### src/rtl/assert_macros.svh
// ----------------------------------------------------------------------------
// assert_macros.svh
// assertion helpers, empty when synthesizing
// ----------------------------------------------------------------------------
`ifndef ASSERT_MACROS_SVH
`define ASSERT_MACROS_SVH

`ifndef SYNTHESIS

// property that holds at every clock edge out of reset
`define FLA_ASSERT(label, clk, rst_n, prop) \
    label: assert property (@(posedge clk) disable iff (!rst_n) (prop)) \
        else $error("fla assertion failed");

// antecedent in this cycle implies consequent in the next
`define FLA_ASSERT_NEXT(label, clk, rst_n, ante, cons) \
    label: assert property (@(posedge clk) disable iff (!rst_n) (ante) |=> (cons)) \
        else $error("fla assertion failed");

`else

`define FLA_ASSERT(label, clk, rst_n, prop)
`define FLA_ASSERT_NEXT(label, clk, rst_n, ante, cons)

`endif

`endif

### src/rtl/fla_ram.sv
`timescale 1ns / 1ps
// ----------------------------------------------------------------------------
// fla_ram
// generic single write, single read ram with registered read data
// ----------------------------------------------------------------------------
module fla_ram #(
    parameter int WIDTH = 8,
    parameter int DEPTH = 16
) (
    input  logic                     i_clk,
    input  logic                     i_wr_en,
    input  logic [$clog2(DEPTH)-1:0] i_wr_addr,
    input  logic [WIDTH-1:0]         i_wr_data,
    input  logic                     i_rd_en,
    input  logic [$clog2(DEPTH)-1:0] i_rd_addr,
    output logic [WIDTH-1:0]         o_rd_data
);

    logic [WIDTH-1:0] r_mem [DEPTH];
    logic [WIDTH-1:0] r_rd_data;

    always_ff @(posedge i_clk) begin
        if (i_wr_en) begin
            r_mem[i_wr_addr] <= i_wr_data;
        end
        if (i_rd_en) begin
            r_rd_data <= r_mem[i_rd_addr];
        end
    end

    assign o_rd_data = r_rd_data;

endmodule

### config.mk
export PLATFORM = sky130hd
export DESIGN_NAME = fla_ram
export DESIGN_NICKNAME = d
export VERILOG_FILES = /design/src/rtl/assert_macros.svh /design/src/rtl/fla_ram.sv
export SDC_FILE = /design/constraint.sdc
export NUM_CORES = 1
export LEC_CHECK = 0
export BUFFER_PORTS_ARGS = -buffer_cell sky130_fd_sc_hd__buf_4
export CORE_ASPECT_RATIO = 1.25
export CORE_MARGIN = 4
export CORE_UTILIZATION = 45
export DETAILED_ROUTE_END_ITERATION = 8
export MAX_ROUTING_LAYER = met4
export PLACE_DENSITY = 0.63
export SETUP_SLACK_MARGIN = 0.3
export SLEW_MARGIN = 20
export SYNTH_ARGS = -nofsm -noshare
export SYNTH_HDL_FRONTEND = slang
export SYNTH_SLANG_ARGS = --single-unit
### constraint.sdc
create_clock -name i_clk -period 1.72 [get_ports i_clk]
set_input_delay 0.344 -clock i_clk [delete_from_list [all_inputs] [get_ports i_clk]]
set_output_delay 0.344 -clock i_clk [all_outputs]
set_load 0.05 [all_outputs]
-- Word level (Yosys, flattened, before mapping)
Memory sizes are Yosys's and may differ from the RTL's. A register that Yosys moved wholly into a read port is not among the register bits.
Cells that the tools add are included.
- register bits: 0
- memories kept: 1
- output and inout port bits: 8
- RAM bits: 128
- memories (name ; words ; width ; rd ports ; clocked after Yosys merged registers in ; write ports ; RTL line ; text):
    r_mem ; 16 ; 8 ; 1 ; 1 ; 1 ; fla_ram.sv:19 ; logic [WIDTH-1:0] r_mem [DEPTH];
- muxes and demuxes: 2
- operator list (kind ; count):
    $mux W1 ; 2

-- Longest topological paths before layout
Gate-level depths: netlist (run 1).
- depth in word-level cells: 2
- depth in mapped cells: 5
- gate-level depth less buffers: 3

-- Least setup slack after synthesis (run 1)
Ideal clock, no wire load.
- path type: in2reg
- start point: in i_wr_addr[2]
- end point: mem r_mem[0][0] (enable)
- cell stages on the path: 2
- data required time: 1.337 ns
- data arrival time: 1.454 ns
- setup time: 0.383 ns
- setup slack: -0.117 ns
- cells stage by stage: or3b_2 -> nor3_1
- RTL lines (item ; RTL line ; text):
    from (decl) ; fla_ram.sv:12 ; input logic [$clog2(DEPTH)-1:0] i_wr_addr,
    to (decl) ; fla_ram.sv:19 ;
Straight into the memory's write port.

==> results of run 1 <==
[cells by family after synthesis]
family / after synthesis / synth area share
flip-flops: 136 / 0.781
AND/OR/NAND/NOR: 35 / 0.0314
multiplexers: 32 / 0.148
AO/OA/AOI/OAI: 16 / 0.0230
buffers and inverters: 10 / 0.0165
[report_power, final]
| part | internal, uW | total, uW | switching (uW) |
|---|---|---|---|
| clock network | 2240 | 3470 | 1230 |
| logic | 189 | 449 | 260 |
| registers | 3740 | 3760 | 20.1 |
| total | 6170 | 7680 | 1510 |
[placed cells by master (no fill, tap or decap)]
cell type	synthesis	layout
edfxtp_1	136	136
buf_4	1	46
mux4_2	18	31
clkbuf_16	0	17
a22oi_1	16	11
nor2_1	13	10
nand2_1	9	9
a22oi_2	0	5
buf_12	0	5
clkinv_1	0	4
clkinv_2	0	4
nor3_2	0	3
nor2_2	0	3
clkbuf_1	0	3
bufinv_16	0	3
nand3b_1	2	2
nand2b_1	2	2
nor2b_1	1	1
and2_1	1	1
and2b_1	1	1
mux4_1	14	1
nand3_1	1	1
or3b_4	0	1
nor3_4	0	1
clkinvlp_4	0	1
[worst max-delay path, stage by stage, from the launching register on]
cell and delay, ps:
edfxtp_1 360, mux4_2 480, a22oi_2 200, nand2_1 90
[what timing repair did]
action,in CTS,in global routing
endpoints found under the setup margin,2,5
buffers inserted,0,0
resized for setup,2,3
pin swaps,0,1
[flip-flops by register name, summed over array words and instances, names as in the netlist]
register,count
o_rd_data,8
r_mem,128
[metrics by stage]
step | std cells | setup slack, ps
2_1_floorplan | 229 | 176
3_3_place_gp | 405 | -117
3_5_place_dp | 405 | -133
4_1_cts | 437 | 306
5_1_grt | 437 | 281
6_report | 437 | 329
[cell type report]
type / count / area, sq um / area share
clock buffers: 20 / 437 / 0.0689
well taps: 135 / 169 / 0.0267
flip-flops and latches: 136 / 4080 / 0.644
multi-input cells: 83 / 1070 / 0.169
repair buffers: 51 / 445 / 0.0703
clock inverters: 12 / 133 / 0.0209
[metal layers]
| layer | part of all wire | track usage |
|---|---|---|
| met2 | 0.51 | 0.271 |
| met3 | 0.064 | 0.0537 |
| met1 | 0.41 | 0.219 |
| met5 | 0 | - |
| met4 | 0.016 | 0.0618 |
[worst paths after layout]
| path | startpoint | end | slack, ps | cells after the start |
|---|---|---|---|---|
| worst max register to register | r_mem[3][4] | o_rd_data[4] | 330 | 3 |
| worst min-delay path | i_rd_en | o_rd_data[3] | 240 | 1 |
| worst min register to register | r_mem[14][5] | o_rd_data[5] | 750 | 3 |
| worst max-delay path | r_mem[3][4] | o_rd_data[4] | 330 | 3 |
==> reports/results.ini, run 1 <==
[status]
status = finished clean

[setup_path]
critical_path.max_fanout = 1
startpoint_type = register
critical_path_class = register to register
cp-end-kind = register
critPathRequiredTime_ps = 1880
crit_arrival_ps = 1550

[clocking]
cts_root_buffer = clkbuf_16
clockBufferDepth = 2
cts_tree = built
ctsHoldBuffers = 0
htree_levels = 4
cts.clk_slew.worst_paths_ps = 50
cts_inserted_buffers = 17
clk_latency_ps = 410
clkSinkCount = 136

[global_route]
grt_pass1_wl_mm = 15.9
grt_pass1_vias = 2551
grt-ovfl-total = 0
gr-usage-all-layers = 0.174
antenna_found_initial = 0
grt_max_degree = 17

[floorplanning]
start_util = 0.465
fp.dieW_microns = 104
die_h_microns = 129
ioPinCount = 27
dieArea_sq_um = 13400
coreArea_sq_um = 11200
fp-row-count = 43

[detailed_routing]
vias_per_cell = 5.70
via_count = 2490
wl_mm = 10.5
firstDrtPassIters = 4
drtAntennaViolNets = 0
dr.first_iter.drc_count = 250
wl_per_cell_microns = 24.0
drcViolationCount = 0

[synthesis]
ys_top_cells_by_count = 136 x edfxtp_1, 18 x mux4_2, 16 x a22oi_1, 14 x mux4_1, 13 x nor2_1
synth_cells = 229
yosysTopAreaCell = edfxtp_1
ys.flop_type = edfxtp_1
synth_cell_types = 18
ys_warn_count = 0
synthTopCellsByArea = edfxtp_1 78%, mux4_2 7.8%, mux4_1 7.0%
syn-mean-instance-area_sq_um = 22.8
yosysSeqAreaShare = 0.781
synth-edff-count = 136
synthArstFlopShare = 0
synth_top_cell_area_share = 0.781
syn-num-nets = 248
synth_most_common_cell = edfxtp_1
ys_ff_latch = 136
synth_area_sq_um = 5230

[place]
hpwl_mm = 6.68
globalplace.congestion = 0.758
placed_area_sq_um = 5740
io_buffers = 26

[pwr]
power_density_nw_per_um2 = 1210
p_leak_uw = 0.00211
irDropWorstVdd_mv = 0.606
p_total_uw = 7680

[final_layout]
final_layout_size_suffix_gt1_frac = 0.397
fin_util = 0.564
fin_nets = 308
layout-area-overhead-vs-synth_pct = 21.2
fin_area_sq_um = 6340
antenna_cells_inserted = 0
nFillCells = 818

[timing]
clock_skew_ps = 4.83
maxSlewHeadroom = 0.381
tns_ps = 0
finalHoldViolations = 0
slew_violations = 0
rsz0062_at_grt = yes
fin_crit_sh = 0.809
whs_ps = 238
fin_crit_ps = 1390
max_freq_ghz = 0.719
setup_violations = 0
tightest_slew_ps = 925

[job]
cap_violations = 0

[hold_path]
hold_class = input pin to register

(Power assumes the default switching activity.)
==> inputs of run 2 (changes only) <==
Settings changed: ABC_AREA from default to 1, PLACE_DENSITY 0.63 to 0.6.
Clock period 1.72 ns to 1.5 ns, I/O delays scaled along.
==> run 2 against run 1 <==
Sequential share of layout area down 6.0 points. Global-route usage up 2.6 points. Critical path type is now register to output pin. Cell count up 78%. Largest power group unchanged. Critical endpoint is now o_rd_data[3]. Highest routed layer unchanged. Utilization down 1.5 points. Hold slack worse by 51 ps. Clock power up 13%.
==> reports/results.ini, run 2 <==
[status]
status = finished clean  ; unchanged

[synthesis]
synthArstFlopShare = 0  ; unchanged
synth_top_cell_area_share = 0.698  ; was 0.781
synth_area_sq_um = 5850  ; was 5230 sq um
syn-mean-instance-area_sq_um = 10.6  ; was 22.8 sq um
synth-edff-count = 136  ; unchanged
ys_ff_latch = 136  ; unchanged
synth_cell_types = 11  ; was 18
ys_warn_count = 0  ; unchanged
ys_top_cells_by_count = 173 x nand2_1, 136 x edfxtp_1, 100 x inv_1, 97 x nand3_1, 17 x nor2_1  ; was 136 x edfxtp_1, 18 x mux4_2, 16 x a22oi_1, 14 x mux4_1, 13 x nor2_1
synth_cells = 551  ; was 229
yosysTopAreaCell = edfxtp_1  ; unchanged
synthTopCellsByArea = edfxtp_1 70%, nand2_1 11%, nand3_1 8.3%  ; was edfxtp_1 78%, mux4_2 7.8%, mux4_1 7.0%
syn-num-nets = 570  ; was 248
synth_most_common_cell = nand2_1  ; was edfxtp_1
yosysSeqAreaShare = 0.698  ; was 0.781
ys.flop_type = edfxtp_1  ; unchanged

[setup_path]
startpoint_type = register  ; unchanged
critical_path.max_fanout = 1  ; unchanged
crit_arrival_ps = 1020  ; was 1550 ps
path_cells = buf_6  ; was mux4_2 > a22oi_2 > nand2_1
crit_family = flip-flops  ; was multiplexers
critical_path_class = register to output pin  ; was register to register
cp_slowest_cell = edfxtp_1  ; was mux4_2
critical-path-max-stage-delay_ps = 420  ; was 480 ps
crit_buf_inv = 1  ; was 0
critPathRequiredTime_ps = 1200  ; was 1880 ps
cp-end-kind = output pin  ; was register

[final_layout]
nFillCells = 1093  ; was 818
instances_no_fill = 777  ; was 437
fin_area_sq_um = 6980  ; was 6340 sq um
final_common_cell = nand2_1  ; was edfxtp_1
largest_register_ffs = 128  ; unchanged
largest-register = r_mem  ; unchanged
antenna_cells_inserted = 0  ; unchanged
fin_nets = 615  ; was 308
final_layout_size_suffix_gt1_frac = 0.156  ; was 0.397
layout_common_cells = 173 x nand2_1, 136 x edfxtp_1, 100 x inv_1  ; was 136 x edfxtp_1, 46 x buf_4, 31 x mux4_2
layout-area-overhead-vs-synth_pct = 19.4  ; was 21.2%

[pwr]
power_density_nw_per_um2 = 1270  ; was 1210 nW/um^2
irDropWorstVdd_mv = 0.925  ; was 0.606 mV
p_leak_uw = 0.00300  ; was 0.00211 uW

[timing]
tightest_slew_ps = 621  ; was 925 ps
max_freq_ghz = 0.758
finalHoldViolations = 0  ; unchanged
maxSlewHeadroom = 0.586  ; was 0.381
rsz0062_at_grt = yes  ; unchanged
fin_crit_ps = 1320
setup_violations = 0  ; unchanged
slew_violations = 0  ; unchanged
clock_skew_ps = 5.90  ; was 4.83 ps
whs_ps = 187  ; was 238 ps
fin_crit_sh = 0.880

[clocking]
cts.clk_slew.worst_paths_ps = 60  ; was 50 ps
clk_latency_ps = 420  ; was 410 ps
clkSinkCount = 136  ; unchanged
postCtsSetupRepairBufs = 0  ; unchanged
htree_levels = 4  ; unchanged
clockBufferDepth = 2  ; unchanged
cts_root_buffer = clkbuf_16  ; unchanged
cts_tree = built  ; unchanged
ctsHoldBuffers = 0  ; unchanged
cts_inserted_buffers = 17  ; unchanged

[global_route]
grt-ovfl-total = 0  ; unchanged
gr-usage-all-layers = 0.201  ; was 0.174
grt_pass1_wl_mm = 20.4  ; was 15.9 mm
grt_max_degree = 33  ; was 17
antenna_found_initial = 0  ; unchanged
grt_pass1_vias = 3637  ; was 2,551

[place]
dp.cells = 745  ; was 405
hpwl_mm = 8.51  ; was 6.68 mm
globalplace.congestion = 0.836  ; was 0.758
io_buffers = 26  ; unchanged
placed_area_sq_um = 6340  ; was 5740 sq um

[floorplanning]
coreArea_sq_um = 12700  ; was 11,200 sq um
die_h_microns = 135  ; was 129 microns
start_util = 0.460  ; was 0.465
fp-row-count = 46  ; was 43
ioPinCount = 27  ; unchanged
dieArea_sq_um = 14900  ; was 13,400 sq um
fp.dieW_microns = 110  ; was 104 microns

[detailed_routing]
firstDrtPassIters = 5  ; was 4
via_count = 3824  ; was 2,490
drtAntennaViolNets = 0  ; unchanged
dr.first_iter.drc_count = 251  ; was 250
wl_per_cell_microns = 17.4  ; was 24.0 microns
wl_mm = 13.5  ; was 10.5 mm
drcViolationCount = 0  ; unchanged
vias_per_cell = 4.92  ; was 5.70

[job]
cap_violations = 0  ; unchanged

[hold_path]
hold_class = input pin to register  ; unchanged

-- run 2: final cells by class --
type	count	area (sq um)	share of cell area
clock buffers	17	425	0.0609
clock inverters	15	136	0.0195
inverters	102	383	0.0548
multi-input cells	289	1280	0.183
flip-flops and latches	136	4080	0.585
well taps	168	210	0.0301
repair buffers	50	468	0.0670
-- run 2: cell families after synthesis --
kind of cell | synth area share
buffers and inverters | 0.0939
DFF | 0.698
and+or+nand+nor | 0.208
-- run 2: final timing paths --
check,slack [ps],start,cells after the start,to
worst min-delay path,190,i_rd_en,1,o_rd_data[6]
worst max-delay path,180,o_rd_data[3],1,o_rd_data[3]
worst min register to register,750,r_mem[11][6],6,o_rd_data[6]
worst max register to register,320,r_mem[7][6],6,o_rd_data[6]
-- run 2: through the flow --
| stage | total power [uW] | TNS [ps] | util | worst slack [ps] |
|---|---|---|---|---|
| after CTS | 8940 | 0 | 0.545 | 157 |
| final | 8880 | 0 | 0.549 | 180 |
| after global placement | 5010 | -57.2 | 0.498 | -27.4 |
| after global routing | 9170 | 0 | 0.549 | 153 |
| after floorplan | 4750 | 0 | - | 249 |
| after detailed placement | 5020 | -144 | 0.498 | -52.6 |
-- run 2: repair_timing --
action                     CTS  global route
pin swaps                    0             2
setup endpoints to repair    8            13
gates resized for setup      8            11
-- run 2: where the power goes --
group	switching, uW	internal [uW]	total [uW]
Sequential	28.0	4280	4310
Clock	1510	2410	3920
Combinational	442	207	649
-- run 2: per-layer routing --
layer / global-route usage / up-vias / routed length [microns] / share of wire
li1: - / 1869 / - / -
met5: - / - / 0 / 0
met4: 0.105 / 0 / 450 / 0.033
met1: 0.253 / 1826 / 5730 / 0.43
met3: 0.0434 / 26 / 613 / 0.045
met2: 0.304 / 103 / 6690 / 0.50
