$ cat src/rtl/assert_macros.svh
// ----------------------------------------------------------------------------
// assert_macros.svh
// assertion helpers, empty when synthesizing
// ----------------------------------------------------------------------------
`ifndef ASSERT_MACROS_SVH
`define ASSERT_MACROS_SVH

`ifndef SYNTHESIS

// property that holds at every clock edge out of reset
`define FLA_ASSERT(label, clk, rst_n, prop) \
    label: assert property (@(posedge clk) disable iff (!rst_n) (prop)) \
        else $error("fla assertion failed");

// antecedent in this cycle implies consequent in the next
`define FLA_ASSERT_NEXT(label, clk, rst_n, ante, cons) \
    label: assert property (@(posedge clk) disable iff (!rst_n) (ante) |=> (cons)) \
        else $error("fla assertion failed");

`else

`define FLA_ASSERT(label, clk, rst_n, prop)
`define FLA_ASSERT_NEXT(label, clk, rst_n, ante, cons)

`endif

`endif

$ cat src/rtl/fla_pkg.sv
`timescale 1ns / 1ps
// ----------------------------------------------------------------------------
// fla_pkg
// types and constants of the free list page allocator
// ----------------------------------------------------------------------------
package fla_pkg;

    localparam int PAGE_COUNT = 1024;
    localparam int PAGE_W     = 10;
    localparam int ADDR_W     = $clog2(PAGE_COUNT);
    localparam int HEAD_W     = $clog2(PAGE_COUNT + 1);
    localparam int STATUS_W   = 2;

    localparam logic [HEAD_W-1:0] LIST_END  = HEAD_W'(PAGE_COUNT);
    localparam logic [HEAD_W-1:0] FIRST_PG  = HEAD_W'(1);

    typedef enum logic {
        OP_ALLOC = 1'b0,
        OP_FREE  = 1'b1
    } t_op;

    typedef enum logic [STATUS_W-1:0] {
        ST_OK           = 2'd0,
        ST_OUT_OF_PAGES = 2'd1,
        ST_IGNORED      = 2'd2
    } t_status;

    typedef enum logic {
        S_IDLE = 1'b0,
        S_POP  = 1'b1
    } t_state;

    typedef struct packed {
        logic              operation;
        logic [PAGE_W-1:0] page;
    } t_req;

    typedef struct packed {
        logic [PAGE_W-1:0]   granted_page;
        logic [STATUS_W-1:0] status;
    } t_rsp;

    // link store access from the controller
    typedef struct packed {
        logic              wr_en;
        logic [ADDR_W-1:0] wr_addr;
        logic [HEAD_W-1:0] wr_data;
        logic              rd_en;
        logic [ADDR_W-1:0] rd_addr;
    } t_link_req;

endpackage

$ cat src/rtl/fla_ctrl.sv
`timescale 1ns / 1ps
`include "assert_macros.svh"
// ----------------------------------------------------------------------------
// fla_ctrl
// request sequencer: head and bump pointer, link store access, result buffer
// ----------------------------------------------------------------------------
module fla_ctrl
    import fla_pkg::*;
(
    input  logic              i_clk,
    input  logic              i_rst_n,
    input  logic              i_in_valid,
    output logic              o_in_stall,
    input  t_req              i_in_data,
    output logic              o_out_valid,
    input  logic              i_out_stall,
    output t_rsp              o_out_data,
    output t_link_req         o_link,
    input  logic [HEAD_W-1:0] i_link_rd_data
);

    t_state            r_state, n_state;
    logic [HEAD_W-1:0] r_head, n_head;
    logic [HEAD_W-1:0] r_bump, n_bump;
    logic              r_out_valid, n_out_valid;
    logic              r_skid_valid, n_skid_valid;
    t_rsp              r_out, n_out;
    t_rsp              r_skid, n_skid;

    logic      accept;
    logic      out_take;
    logic      list_nonempty;
    logic      pg_invalid;
    logic      pop_start;
    t_rsp      res;
    t_link_req link;

    assign o_in_stall    = (r_state != S_IDLE) || r_skid_valid;
    assign accept        = i_in_valid && !o_in_stall;
    assign out_take      = r_out_valid && !i_out_stall;
    assign list_nonempty = r_head < LIST_END;
    assign pg_invalid    = (i_in_data.page == '0)
                        || ({1'b0, i_in_data.page} >= LIST_END);
    assign pop_start     = accept && list_nonempty
                        && (t_op'(i_in_data.operation) == OP_ALLOC);

    always_comb begin
        n_state      = r_state;
        n_head       = r_head;
        n_bump       = r_bump;
        res          = '0;
        link         = '0;
        link.wr_addr = i_in_data.page[ADDR_W-1:0];
        link.wr_data = r_head;
        link.rd_addr = r_head[ADDR_W-1:0];

        unique case (r_state)
            S_IDLE: begin
                if (accept) begin
                    if (t_op'(i_in_data.operation) == OP_ALLOC) begin
                        if (list_nonempty) begin
                            // grant now, new head arrives from the link store
                            res.granted_page = r_head[PAGE_W-1:0];
                            res.status       = ST_OK;
                            link.rd_en       = 1'b1;
                            n_state          = S_POP;
                        end else if (r_bump < LIST_END) begin
                            res.granted_page = r_bump[PAGE_W-1:0];
                            res.status       = ST_OK;
                            n_bump           = r_bump + HEAD_W'(1);
                        end else begin
                            res.status = ST_OUT_OF_PAGES;
                        end
                    end else begin
                        if (pg_invalid) begin
                            res.status = ST_IGNORED;
                        end else begin
                            res.status  = ST_OK;
                            link.wr_en  = 1'b1;
                            n_head      = {1'b0, i_in_data.page};
                        end
                    end
                end
            end
            S_POP: begin
                n_head  = i_link_rd_data;
                n_state = S_IDLE;
            end
            default: begin
                n_state = S_IDLE;
            end
        endcase
    end

    // two-entry result buffer, accept only with the skid slot empty
    always_comb begin
        n_out_valid  = r_out_valid;
        n_skid_valid = r_skid_valid;
        n_out        = r_out;
        n_skid       = r_skid;
        if (accept) begin
            if (!r_out_valid || out_take) begin
                n_out       = res;
                n_out_valid = 1'b1;
            end else begin
                n_skid       = res;
                n_skid_valid = 1'b1;
            end
        end else if (out_take) begin
            n_out        = r_skid;
            n_out_valid  = r_skid_valid;
            n_skid_valid = 1'b0;
        end
    end

    always_ff @(posedge i_clk) begin
        if (!i_rst_n) begin
            r_state      <= S_IDLE;
            r_head       <= LIST_END;
            r_bump       <= FIRST_PG;
            r_out_valid  <= 1'b0;
            r_skid_valid <= 1'b0;
        end else begin
            r_state      <= n_state;
            r_head       <= n_head;
            r_bump       <= n_bump;
            r_out_valid  <= n_out_valid;
            r_skid_valid <= n_skid_valid;
        end
    end

    always_ff @(posedge i_clk) begin
        r_out  <= n_out;
        r_skid <= n_skid;
    end

    assign o_out_valid = r_out_valid;
    assign o_out_data  = r_out;
    assign o_link      = link;

    `FLA_ASSERT(a_bump_range, i_clk, i_rst_n, (r_bump >= FIRST_PG) && (r_bump <= LIST_END))
    `FLA_ASSERT(a_skid_behind_out, i_clk, i_rst_n, !r_skid_valid || r_out_valid)
    `FLA_ASSERT_NEXT(a_pop_one_cycle, i_clk, i_rst_n, r_state == S_POP, r_state == S_IDLE)
    `FLA_ASSERT_NEXT(a_pop_follows, i_clk, i_rst_n, pop_start, r_state == S_POP && r_out_valid)
    `FLA_ASSERT(a_no_link_rw_together, i_clk, i_rst_n, !(link.wr_en && link.rd_en))

endmodule

$ cat config.mk
export PLATFORM = sky130hd
export DESIGN_NAME = fla_ctrl
export DESIGN_NICKNAME = d
export VERILOG_FILES = /design/src/rtl/fla_pkg.sv /design/src/rtl/fla_ctrl.sv
export VERILOG_INCLUDE_DIRS = /design/src /design/src/rtl
export SDC_FILE = /design/constraint.sdc
export NUM_CORES = 1
export LEC_CHECK = 0
export ABC_AREA = 1
export BUFFER_PORTS_ARGS = -buffer_cell sky130_fd_sc_hd__buf_2
export CAP_MARGIN = 20
export CORE_MARGIN = 10
export CORE_UTILIZATION = 42
export DETAILED_ROUTE_END_ITERATION = 10
export PLACE_DENSITY = 0.78
export SLEW_MARGIN = 30
export SYNTH_ARGS = -nofsm -noshare
export SYNTH_HDL_FRONTEND = slang
export SYNTH_SLANG_ARGS = --single-unit
$ cat constraint.sdc
create_clock -name i_clk -period 4.2 [get_ports i_clk]
set_input_delay 0 -clock i_clk [delete_from_list [all_inputs] [get_ports i_clk]]
set_output_delay 0 -clock i_clk [all_outputs]
set_load 0.02 [all_outputs]
After elaboration in Yosys (flattened, before gate mapping)

Cells that the tools add are included.

Register bits: 49
Bits in latches: 0
Memory bits (writable): 0
Bits in read-only memories: 0
Input bits: 26
Output and inout bits: 47
Word-level logic and storage cells: 64
Memories: 0

$add $sub $neg: 1
Multipliers: 0
Divide/modulo/power cells: 0
Magnitude comparators: 2
Eq/ne operators: 5
Shift operators: 0
Mux-type cells: 29
Bitwise gates (word level): 4
Reduce and logical (&&, ||, !) cells: 14

Operators with widths:

| kind                  | count |
|---|---|
| $mux 12               | 5 |
| $mux 11               | 3 |
| $lt 11x11->1 const B  | 2 |
| $pmux 11 s2           | 1 |
| $mux 10               | 2 |
| $mux 1                | 15 |
| $add 11x1->11 const B | 1 |
| $logic_not 10->1      | 1 |
| $ne 2x2->1 const B    | 4 |
| $reduce_and 2->1      | 3 |
| $reduce_and 5->1      | 1 |
| $mux 2                | 2 |
| $not 1->1             | 4 |
| $logic_not 1->1       | 3 |
| $reduce_and 3->1      | 1 |
| $logic_and 1x1->1     | 2 |
| $logic_or 1x1->1      | 2 |
| $ne 2x1->1 const B    | 1 |
| $pmux 1 s2            | 1 |
| $reduce_bool 2->1     | 1 |

Longest topological paths before layout

Gate-level depths: netlist of the first run.

Word-level depth: 7
Mapped depth: 8
Gate-level depth less buffers: 8

Least setup slack after synthesis of the first run

Ideal clock, no wire load.

Path kind: reg-to-reg
From: reg r_state
To: reg r_skid[0] (netlist bit), enable pin
Library setup time: 399 ps
Arrival time: 1557 ps
Data required time: 3801 ps
Slack: 2245 ps
Cell stages (with the launch flop): 4
Buffers on the path: 0
Clock period less this slack: 1955 ps
Path through: dfxtp_1 > nor2_2 > nand2_2 > nor3_1

Longest elaborated chain between the ends: 4

Ends and longest elaborated chain:

| element                           | line            | RTL |
|---|---|---|
| start: declaration                | fla_ctrl.sv:22  | `t_state r_state, n_state;` |
| start signal: assignment          | fla_ctrl.sv:124 | `r_state <= n_state;` |
| $logic_or 1x1->1                  | fla_ctrl.sv:38  | `assign o_in_stall = (r_state != S_IDLE) \|\| r_skid_valid;` |
| $logic_not 1->1                   | fla_ctrl.sv:39  | `assign accept = i_in_valid && !o_in_stall;` |
| $logic_and 1x1->1                 | fla_ctrl.sv:39  |  |
| $reduce_and 2->1 (no source line) | --              |  |
| end signal: assignment            | fla_ctrl.sv:134 | `r_skid <= n_skid;` |
| end: declaration                  | fla_ctrl.sv:28  | `t_rsp r_skid, n_skid;` |

Every way passes these cells.
A chain may end at the register's enable or synchronous reset.

==> impl_metrics.env, run 1 <==
export IMPL_timing_rr_end="o_out_data[7]$_DFFE_PP_"
export IMPL_async_set_or_reset_register_ratio_after_synthesis_pct=0
export IMPL_maxCapViolCount=0
export IMPL_globalplace_congestion=0.844
export IMPL_initial_utilization_pct=44.3
export IMPL_route_final_wire_length_microns=5940
export IMPL_synth_enable_flop_cells=24
export IMPL_worstHoldPathType="in2reg"
export IMPL_worst_r2r_setup_slack_ps=2370
export IMPL_clkTransAtPathRegs_ps=90
export IMPL_grtUsageTotal_pct=12.2
export IMPL_cts_repair_resized=0
export IMPL_finalSetupViolations=0
export IMPL_ys_types=29
export IMPL_layout_min_cycle_time_ps=1830
export IMPL_detailroute_via_count=2171
export IMPL_design_die_area_sq_um=9400
export IMPL_hold_buffers=1
export IMPL_setup_worst_path_class="reg2reg"
export IMPL_cts_buffers=5
export IMPL_netlist_top_cells_area="edfxtp_1, dfxtp_1, nand2_1"
export IMPL_max_vdd_ir_drop_uv=207
export IMPL_run_status="finished clean"
export IMPL_reg2regPathDepth=5
export IMPL_synth_area_leader_cell="edfxtp_1"
export IMPL_drt_initial_drc_count=122
export IMPL_synthCells=315
export IMPL_root_buffer_cell="clkbuf_8"
export IMPL_worst_slack_ps=2370
export IMPL_critical_path_endpoint_type="register"
export IMPL_post_cts_setup_buffers=0
export IMPL_syn_nets=342
export IMPL_rsz0062_at_grt="no"
export IMPL_avg_inst_size_synth_sq_um=7.89
export IMPL_avgRoutedWirePerCell_microns=13.5
export IMPL_cts_sinks=49
export IMPL_design_portCount=73
export IMPL_power_density_cell_area_nw_per_um2=379
export IMPL_synth_seq_cells=49
export IMPL_die_w_microns=96.9
export IMPL_worst_hold_path_endpoint="o_out_valid$_SDFFE_PN0P_"
export IMPL_vias_in_the_first_global_route=2158
export IMPL_critical_path_launch_point_type="register"
export IMPL_cp_data_required_time_ps=4240
export IMPL_grt_first_pass_wirelength_microns=9890
export IMPL_dr_pass1_iters=4
export IMPL_hold_violation_count_in_the_final_report=0
export IMPL_postRouteAntennaNets=0
export IMPL_post_route_cells_drive_above_1_share_pct=25.1
export IMPL_syn_cell_area_sq_um=2490
export IMPL_hold_start="i_rst_n"
export IMPL_worst_pin_slew_ps=614
export IMPL_clock_tree_from_tritoncts="built"
export IMPL_number_of_design_rule_violations_left_after_detail_routing=0
export IMPL_synth_top_area_share_pct=29.0
export IMPL_place_inst=430
export IMPL_core_area_sq_um=5610
export IMPL_layout_area_overhead_vs_synth_pct=16.5
export IMPL_instances_no_fill=439
export IMPL_fin_nets=393
export IMPL_ys_flop_type="dfxtp_1"
export IMPL_placement_rows=27
export IMPL_clock_latency_ps=300
export IMPL_post_dp_hpwl_microns=4650
export IMPL_clock_skew_ps=8.79
export IMPL_synth_warning_count=0
export IMPL_fin_crit_sh_pct=43.6
export IMPL_critical_path_reg2reg_startpoint="r_state$_SDFF_PN0_"
export IMPL_die_height_microns=96.9
export IMPL_number_of_antenna_violations_at_the_first_check_in_global_routing=0
export IMPL_place_ws_ps=2400
export IMPL_pin_count_of_the_biggest_net_entering_global_routing=23
export IMPL_leakage_nw=1.32
export IMPL_global_route_overflow_total=0
export IMPL_h_tree_depth=2
export IMPL_antenna_cells_inserted=0
export IMPL_critPathArrivalTime_ps=1870
export IMPL_hold_path_cell_count=3
export IMPL_finalSetupTns_ps=0
export IMPL_cp_startpoint="r_state$_SDFF_PN0_"
export IMPL_max_freq_mhz=546
export IMPL_proportion_of_synthesized_chip_area_in_sequential_cells_pct=49.1
export IMPL_crit_fanout=18
export IMPL_viasPerCell=4.95
export IMPL_cts_buffer_depth=2
export IMPL_maxSlewViolCount=0
export IMPL_slew_limit_headroom_pct=59.0
export IMPL_port_buffers=72
[power by group]
group | internal, mW | leakage, nW | switching, mW
registers | 0.526 | 0.430 | 0.0149
clock network | 0.240 | 0.0687 | 0.159
logic | 0.0501 | 0.818 | 0.108
[synth_stat cells, types with 2 or more instances]
| cell type | instances |
|---|---|
| buf_4 | 22 |
| nor3_1 | 6 |
| o21ai_0 | 15 |
| o21ai_1 | 2 |
| clkbuf_1 | 3 |
| nand3_1 | 28 |
| a21oi_1 | 18 |
| dfxtp_1 | 25 |
| edfxtp_1 | 24 |
| buf_2 | 4 |
| inv_1 | 26 |
| nand4_1 | 2 |
| buf_1 | 2 |
| nor2_1 | 20 |
| nor2_2 | 2 |
| nand2_1 | 103 |
[registers in the layout, summed over array words and instances (netlist names)]
register	flops
r_bump	11
o_out_data	12
r_skid_valid	1
r_head	11
r_state	1
r_skid	12
o_out_valid	1
[stage by stage]
| stage | utilization [%] | hold WS [ps] | area (sq um) | power [mW] |
|---|---|---|---|---|
| final | 51.6 | 8.17 | 2900 | 1.10 |
| after global routing | 51.6 | 9.59 | 2900 | 1.15 |
| after CTS | 51.6 | 4.83 | 2900 | 1.11 |
| after detailed placement | 49.0 | 226 | 2750 | 0.712 |
| after global placement | 49.0 | 221 | 2750 | 0.707 |
| after floorplan | - | 97.6 | 2490 | 0.666 |
[critical path: stages, from the launching register on]
cell and delay [ps]:
dfxtp_1 630, nor2_2 100, nand2_2 330, inv_1 270, nor2_1 160, a31oi_1 70
[per-layer routing]
layer | routed length (microns) | GRT usage [%] | part of all wire [%] | vias up
met4 | 95 | 4.06 | 1.6 | 0
met2 | 2920 | 21.1 | 49 | 57
met1 | 2680 | 14.7 | 45 | 1002
li1 | - | - | - | 1103
met3 | 252 | 2.27 | 4.2 | 9
met5 | 0 | 0 | 0 | -
[area by class of cell]
type	instances	area, sq um
timing repair buffer	75	385
clock buffer	5	68.8
tap	72	90.1
inverter	28	105
multi-input combinational	207	956
fill	557	2710
clock inverter	3	68.8
sequential	49	1220
[worst max path at each step]
stage	slack, ps	to	cells after the start
after floorplan	2240	r_skid[0]$_DFFE_PP_	3
after global placement	2460	o_out_data[7]$_DFFE_PP_	5
after detailed placement	2400	o_out_data[7]$_DFFE_PP_	5
after CTS	2340	o_out_data[7]$_DFFE_PP_	5
after global routing	2110	o_out_data[7]$_DFFE_PP_	5
final	2370	o_out_data[7]$_DFFE_PP_	5
[kinds of logic (layout without fill, tap and decap cells)]
kind of cell    after synthesis  after routing  share of synthesized area [%]
buf+inv                      59            111                           12.4
flops                        49             49                           49.1
simple gates                167            167                           29.2
xor+xnor                      1              1                          0.352
fa+ha+maj                     1              1                          0.503
compound gates               38             38                           8.35
[layout by cell type (no fill, tap or decap), drive strengths merged, types with 5 or more instances in the layout]
master,netlist,final
nand2,105,105
buf,28,74
nand3,29,29
inv,27,28
dfxtp,25,25
edfxtp,24,24
nor2,23,23
a21oi,18,18
o21ai,17,17
nor3,7,7
clkbuf,3,5
Power figures use the tool's default switching activity.
==> run 2, diff against run 1 <==
clock period = 1.7 ns   (was 4.2 ns; I/O delays follow)
==> impl_metrics.env, run 2 (synthesis results as in run 1) <==
export IMPL_clock_skew_ps=8.17
export IMPL_vias_in_the_first_global_route=2156
export IMPL_clkTransAtPathRegs_ps=90
export IMPL_avgRoutedWirePerCell_microns=13.3
export IMPL_number_of_design_rule_violations_left_after_detail_routing=0
export IMPL_fin_nets=399
export IMPL_critical_path_endpoint_type="register"
export IMPL_placement_rows=27
export IMPL_totalPowerFinal_mw=2.41
export IMPL_drt_initial_drc_count=107
export IMPL_critical_path_launch_point_type="register"
export IMPL_post_route_cells_drive_above_1_share_pct=26.3
export IMPL_reg2regPathDepth=6
export IMPL_run_status="finished clean"
export IMPL_post_dp_cell_area_sq_um=2790
export IMPL_core_area_sq_um=5610
export IMPL_rsz0062_at_grt="no"
export IMPL_route_layer_met1_wl_microns=2620
export IMPL_crit_fanout=12
export IMPL_die_w_microns=96.9
export IMPL_viasPerCell=4.84
export IMPL_worstHoldPathType="in2reg"
export IMPL_critical_path_reg2reg_startpoint="r_state$_SDFF_PN0_"
export IMPL_global_route_overflow_total=0
export IMPL_grtUsageTotal_pct=12.1
export IMPL_die_height_microns=96.9
export IMPL_timing_rr_end="r_head[7]$_SDFFE_PN0P_"
export IMPL_wl_met2_microns=2890
export IMPL_hold_violation_count_in_the_final_report=0
export IMPL_max_freq_mhz=651
export IMPL_root_buffer_cell="clkbuf_8"
export IMPL_dr_pass1_iters=4
export IMPL_detailroute_wirelength_met3_microns=334
export IMPL_final_core_util_pct=51.7
export IMPL_maxCapViolCount=0
export IMPL_cts_buffer_depth=2
export IMPL_maxSlewViolCount=0
export IMPL_cp_startpoint="r_state$_SDFF_PN0_"
export IMPL_layout_min_cycle_time_ps=1540
export IMPL_cp_data_required_time_ps=1930
export IMPL_post_dp_hpwl_microns=4670
export IMPL_route_top_layer_used="met4"
export IMPL_fin_crit_sh_pct=90.4
export IMPL_number_of_antenna_violations_at_the_first_check_in_global_routing=0
export IMPL_route_final_wire_length_microns=5900
export IMPL_clock_tree_from_tritoncts="built"
export IMPL_clock_latency_ps=300
export IMPL_layout_cells_most_common_list="nand2_1, buf_2, nand3_1"
export IMPL_leakage_nw=1.31
export IMPL_layout_area_overhead_vs_synth_pct=16.6
export IMPL_critPathArrivalTime_ps=1760
export IMPL_detailroute_via_count=2155
export IMPL_design_die_area_sq_um=9400
export IMPL_slew_limit_headroom_pct=72.3
export IMPL_grt_first_pass_wirelength_microns=9860
export IMPL_final_area_sq_um=2900
export IMPL_postRouteAntennaNets=0
export IMPL_worst_pin_slew_ps=415
export IMPL_crit_path_end="r_head[7]$_SDFFE_PN0P_"
export IMPL_setup_worst_path_class="reg2reg"
export IMPL_port_buffers=72
export IMPL_h_tree_depth=2
export IMPL_max_vdd_ir_drop_uv=596
export IMPL_finalSetupViolations=0
export IMPL_worst_r2r_setup_slack_ps=160
export IMPL_pin_count_of_the_biggest_net_entering_global_routing=19
export IMPL_cts_sinks=49
export IMPL_globalplace_congestion=0.822
export IMPL_cts_buffers=5
export IMPL_design_portCount=73
export IMPL_antenna_cells_inserted=0
export IMPL_power_density_cell_area_nw_per_um2=830
export IMPL_most_frequent_standard_cell_in_the_layout_excluding_fill_and_tap_cells="nand2_1"
export IMPL_initial_utilization_pct=44.3
[run 2: cell type report]
class	instances	area, sq um
clock inverter	2	15.0
sequential	49	1220
fill	556	2710
tap	72	90.1
clock buffer	6	72.6
timing repair buffer	81	430
multi-input combinational	207	961
inverter	28	109
[run 2: worst max-delay path, cell delays in order (launching register included)]
cell	delay [ps]
dfxtp_1	370
nor2_2	180
nand3_1	120
o21bai_4	260
nand2_1	290
nand2_1	100
a21oi_1	140
[run 2: layer usage]
metal,GRT usage (%),vias up
met5,0,-
met4,3.49,0
met3,2.98,4
li1,-,1117
met2,21.1,57
met1,14.2,977
[run 2: per-stage QoR]
| stage | setup slack [ps] | setup TNS, ps | std cells | hold slack [ps] |
|---|---|---|---|---|
| 2_1_floorplan | -255 | -6250 | 315 | 97.6 |
| 3_3_place_gp | 229 | 0 | 436 | 214 |
| 3_5_place_dp | 142 | 0 | 436 | 229 |
| 4_1_cts | 110 | 0 | 445 | 16.3 |
| 5_1_grt | 3.62 | 0 | 445 | 13.9 |
| 6_report | 164 | 0 | 445 | 9.83 |
[run 2: worst min-delay path by stage]
stage / from / to / slack, ps / cells after the start
floorplan: i_rst_n / o_out_valid$_SDFFE_PN0P_ / 100 / 2
global placement: i_link_rd_data[10] / r_head[10]$_SDFFE_PN1P_ / 210 / 3
detailed placement: i_link_rd_data[10] / r_head[10]$_SDFFE_PN1P_ / 230 / 3
CTS: i_rst_n / r_bump[10]$_SDFFE_PN0P_ / 20 / 3
global route: i_rst_n / r_bump[4]$_SDFFE_PN0P_ / 10 / 3
finish: i_rst_n / r_bump[10]$_SDFFE_PN0P_ / 10 / 3
[run 2: repair_timing]
| action | CTS | global route |
|---|---|---|
| buffers inserted | 0 | 0 |
| gates resized for setup | 0 | 2 |
| setup endpoints to repair | 0 | 1 |
| hold endpoints to repair | 1 | 0 |
| hold buffers | 1 | 0 |
[run 2: where the power goes]
group	total (mW)	leakage [nW]	internal, mW	switching (mW)
Combinational	0.413	0.843	0.134	0.278
Sequential	1.33	0.430	1.30	0.0329
Clock	0.662	0.0374	0.290	0.372
==> run 3, diff against run 2 <==
CORE_UTILIZATION = 45   (was 42)
PLACE_DENSITY = 0.82   (was 0.78)
REMOVE_ABC_BUFFERS = 1   (was not set)
==> impl_metrics.env, run 3 (synthesis results as in run 1) <==
export IMPL_die_w_microns=94.3
export IMPL_worstHoldPathType="in2reg"
export IMPL_globalplace_congestion=0.882
export IMPL_critical_path_launch_point_type="register"
export IMPL_comb_power_share_pct=17.2
export IMPL_root_buffer_cell="clkbuf_8"
export IMPL_cts_repair_resized=0
export IMPL_vias_in_the_first_global_route=2154
export IMPL_switchingPower_mw=0.685
export IMPL_design_die_area_sq_um=8900
export IMPL_run_status="finished clean"
export IMPL_place_inst=437
export IMPL_leakage_nw=1.32
export IMPL_critical_path_endpoint_type="register"
export IMPL_hold_violation_count_in_the_final_report=0
export IMPL_core_area_sq_um=5440
export IMPL_clock_skew_ps=2.65
export IMPL_most_frequent_standard_cell_in_the_layout_excluding_fill_and_tap_cells="nand2_1"
export IMPL_maxSlewViolCount=0
export IMPL_clkTransAtPathRegs_ps=80
export IMPL_reg2regPathDepth=6
export IMPL_crit_path_end="r_head[9]$_SDFFE_PN0P_"
export IMPL_part_of_the_power_in_the_clock_network_pct=27.6
export IMPL_avgRoutedWirePerCell_microns=13.0
export IMPL_setup_worst_path_class="reg2reg"
export IMPL_grt_first_pass_wirelength_microns=9860
export IMPL_power_frac_seq_pct=55.2
export IMPL_place_ws_ps=208
export IMPL_worst_slack_ps=208
export IMPL_finalSetupTns_ps=0
export IMPL_rsz0062_at_grt="no"
export IMPL_layout_area_overhead_vs_synth_pct=17.0
export IMPL_placement_rows=27
export IMPL_port_buffers=72
export IMPL_initial_utilization_pct=45.7
export IMPL_timing_rr_end="r_head[9]$_SDFFE_PN0P_"
export IMPL_multi_input_comb_area_sq_um=956
export IMPL_post_dp_hpwl_microns=4630
export IMPL_die_height_microns=94.3
export IMPL_layout_min_cycle_time_ps=1490
export IMPL_holdWs_ps=29.1
export IMPL_critPathArrivalTime_ps=1710
export IMPL_slew_limit_headroom_pct=67.6
export IMPL_route_final_wire_length_microns=5820
export IMPL_layout_area_seq_sq_um=1220
export IMPL_final_core_util_pct=53.5
export IMPL_detailroute_via_count=2192
export IMPL_worst_r2r_setup_slack_ps=210
export IMPL_finalSetupViolations=0
export IMPL_crit_fanout=12
export IMPL_power_density_cell_area_nw_per_um2=829
export IMPL_fin_crit_sh_pct=87.8
export IMPL_dr_pass1_iters=4
export IMPL_antenna_cells_inserted=0
export IMPL_pin_count_of_the_biggest_net_entering_global_routing=19
export IMPL_max_freq_mhz=670
export IMPL_number_of_design_rule_violations_left_after_detail_routing=0
export IMPL_cts_sinks=49
export IMPL_design_portCount=73
export IMPL_cts_buffer_depth=2
export IMPL_viasPerCell=4.90
export IMPL_cts_buffers=5
export IMPL_clock_latency_ps=300
export IMPL_grtUsageTotal_pct=13.5
export IMPL_power_switching_share_pct=28.4
export IMPL_maxCapViolCount=0
export IMPL_cp_data_required_time_ps=1920
export IMPL_worst_pin_slew_ps=483
export IMPL_final_fill_count=528
export IMPL_number_of_antenna_violations_at_the_first_check_in_global_routing=0
export IMPL_global_route_overflow_total=0
export IMPL_drt_initial_drc_count=135
export IMPL_layout_cells_most_common_list="nand2_1, buf_2, nand3_1"
export IMPL_instances_no_fill=447
export IMPL_cp_startpoint="r_skid_valid$_SDFFE_PN0P_"
export IMPL_post_route_cells_drive_above_1_share_pct=26.1
export IMPL_postRouteAntennaNets=0
export IMPL_cellInternalPower_mw=1.73
export IMPL_clock_tree_from_tritoncts="built"
export IMPL_critical_path_reg2reg_startpoint="r_skid_valid$_SDFFE_PN0P_"
export IMPL_fin_nets=401
export IMPL_h_tree_depth=2
export IMPL_max_vdd_ir_drop_uv=502
-- run 3: cell count changes in the layout (fill, tap and decap cells not counted) --
cell	before	now
buf_4	8	9
clkinvlp_4	3	2
dlygate4sd3_1	1	2
inv_1	25	26
nand2_2	0	1
nand2_4	2	1
-- run 3: metrics by stage --
step,cell area [sq um],power (mW)
finish,2910,2.41
detailed placement,2800,1.77
global placement,2800,1.76
global route,2910,2.53
floorplan,2280,1.58
CTS,2910,2.43
-- run 3: final cells by class --
| class | count | area share (%) |
|---|---|---|
| Timing Repair Buffer | 83 | 15.4 |
| Sequential cell | 49 | 42.0 |
| Multi-Input combinational cell | 207 | 32.9 |
| Clock buffer | 6 | 2.50 |
| Clock inverter | 2 | 0.516 |
| Inverter | 28 | 3.61 |
| Tap cell | 72 | 3.10 |
-- run 3: routing by layer --
layer,global-route usage [%],wire length (microns)
met4,4.68,70
met1,16.1,2500
met5,0,0
met3,3.49,371
met2,23.0,2880
-- run 3: worst max-delay path, cell delays in order (launching register included) --
cell and delay (ps):
dfxtp_1 340, nor2_2 160, nand3_1 120, o21bai_4 260, nand2_1 300, nand2_1 100, a21oi_1 140
-- run 3: how the worst min path moves through the flow --
stage / from / end / slack, ps / cells after the start
finish: i_link_rd_data[3] / r_head[3]$_SDFFE_PN0P_ / 30 / 5
global placement: i_link_rd_data[10] / r_head[10]$_SDFFE_PN1P_ / 220 / 3
CTS: i_link_rd_data[3] / r_head[3]$_SDFFE_PN0P_ / 30 / 5
detailed placement: i_link_rd_data[10] / r_head[10]$_SDFFE_PN1P_ / 220 / 3
global route: i_link_rd_data[9] / r_head[9]$_SDFFE_PN0P_ / 60 / 5
floorplan: i_in_data[0] / o_link[22] / 0 / 0
-- run 3: timing repair --
item                                    4_1_cts  5_1_grt
buffers inserted                              0        0
endpoints found under the setup margin        0        0
hold buffers                                  2        0
hold endpoints to repair                      5        0
-- run 3: power groups by stage --
stage | clock network [mW] | logic [mW] | registers (mW)
final | 0.666 | 0.414 | 1.33
after global routing | 0.737 | 0.456 | 1.34
after CTS | 0.676 | 0.419 | 1.33
after detailed placement | 0 | 0.414 | 1.36
after global placement | 0 | 0.405 | 1.36
after floorplan | 0 | 0.149 | 1.43
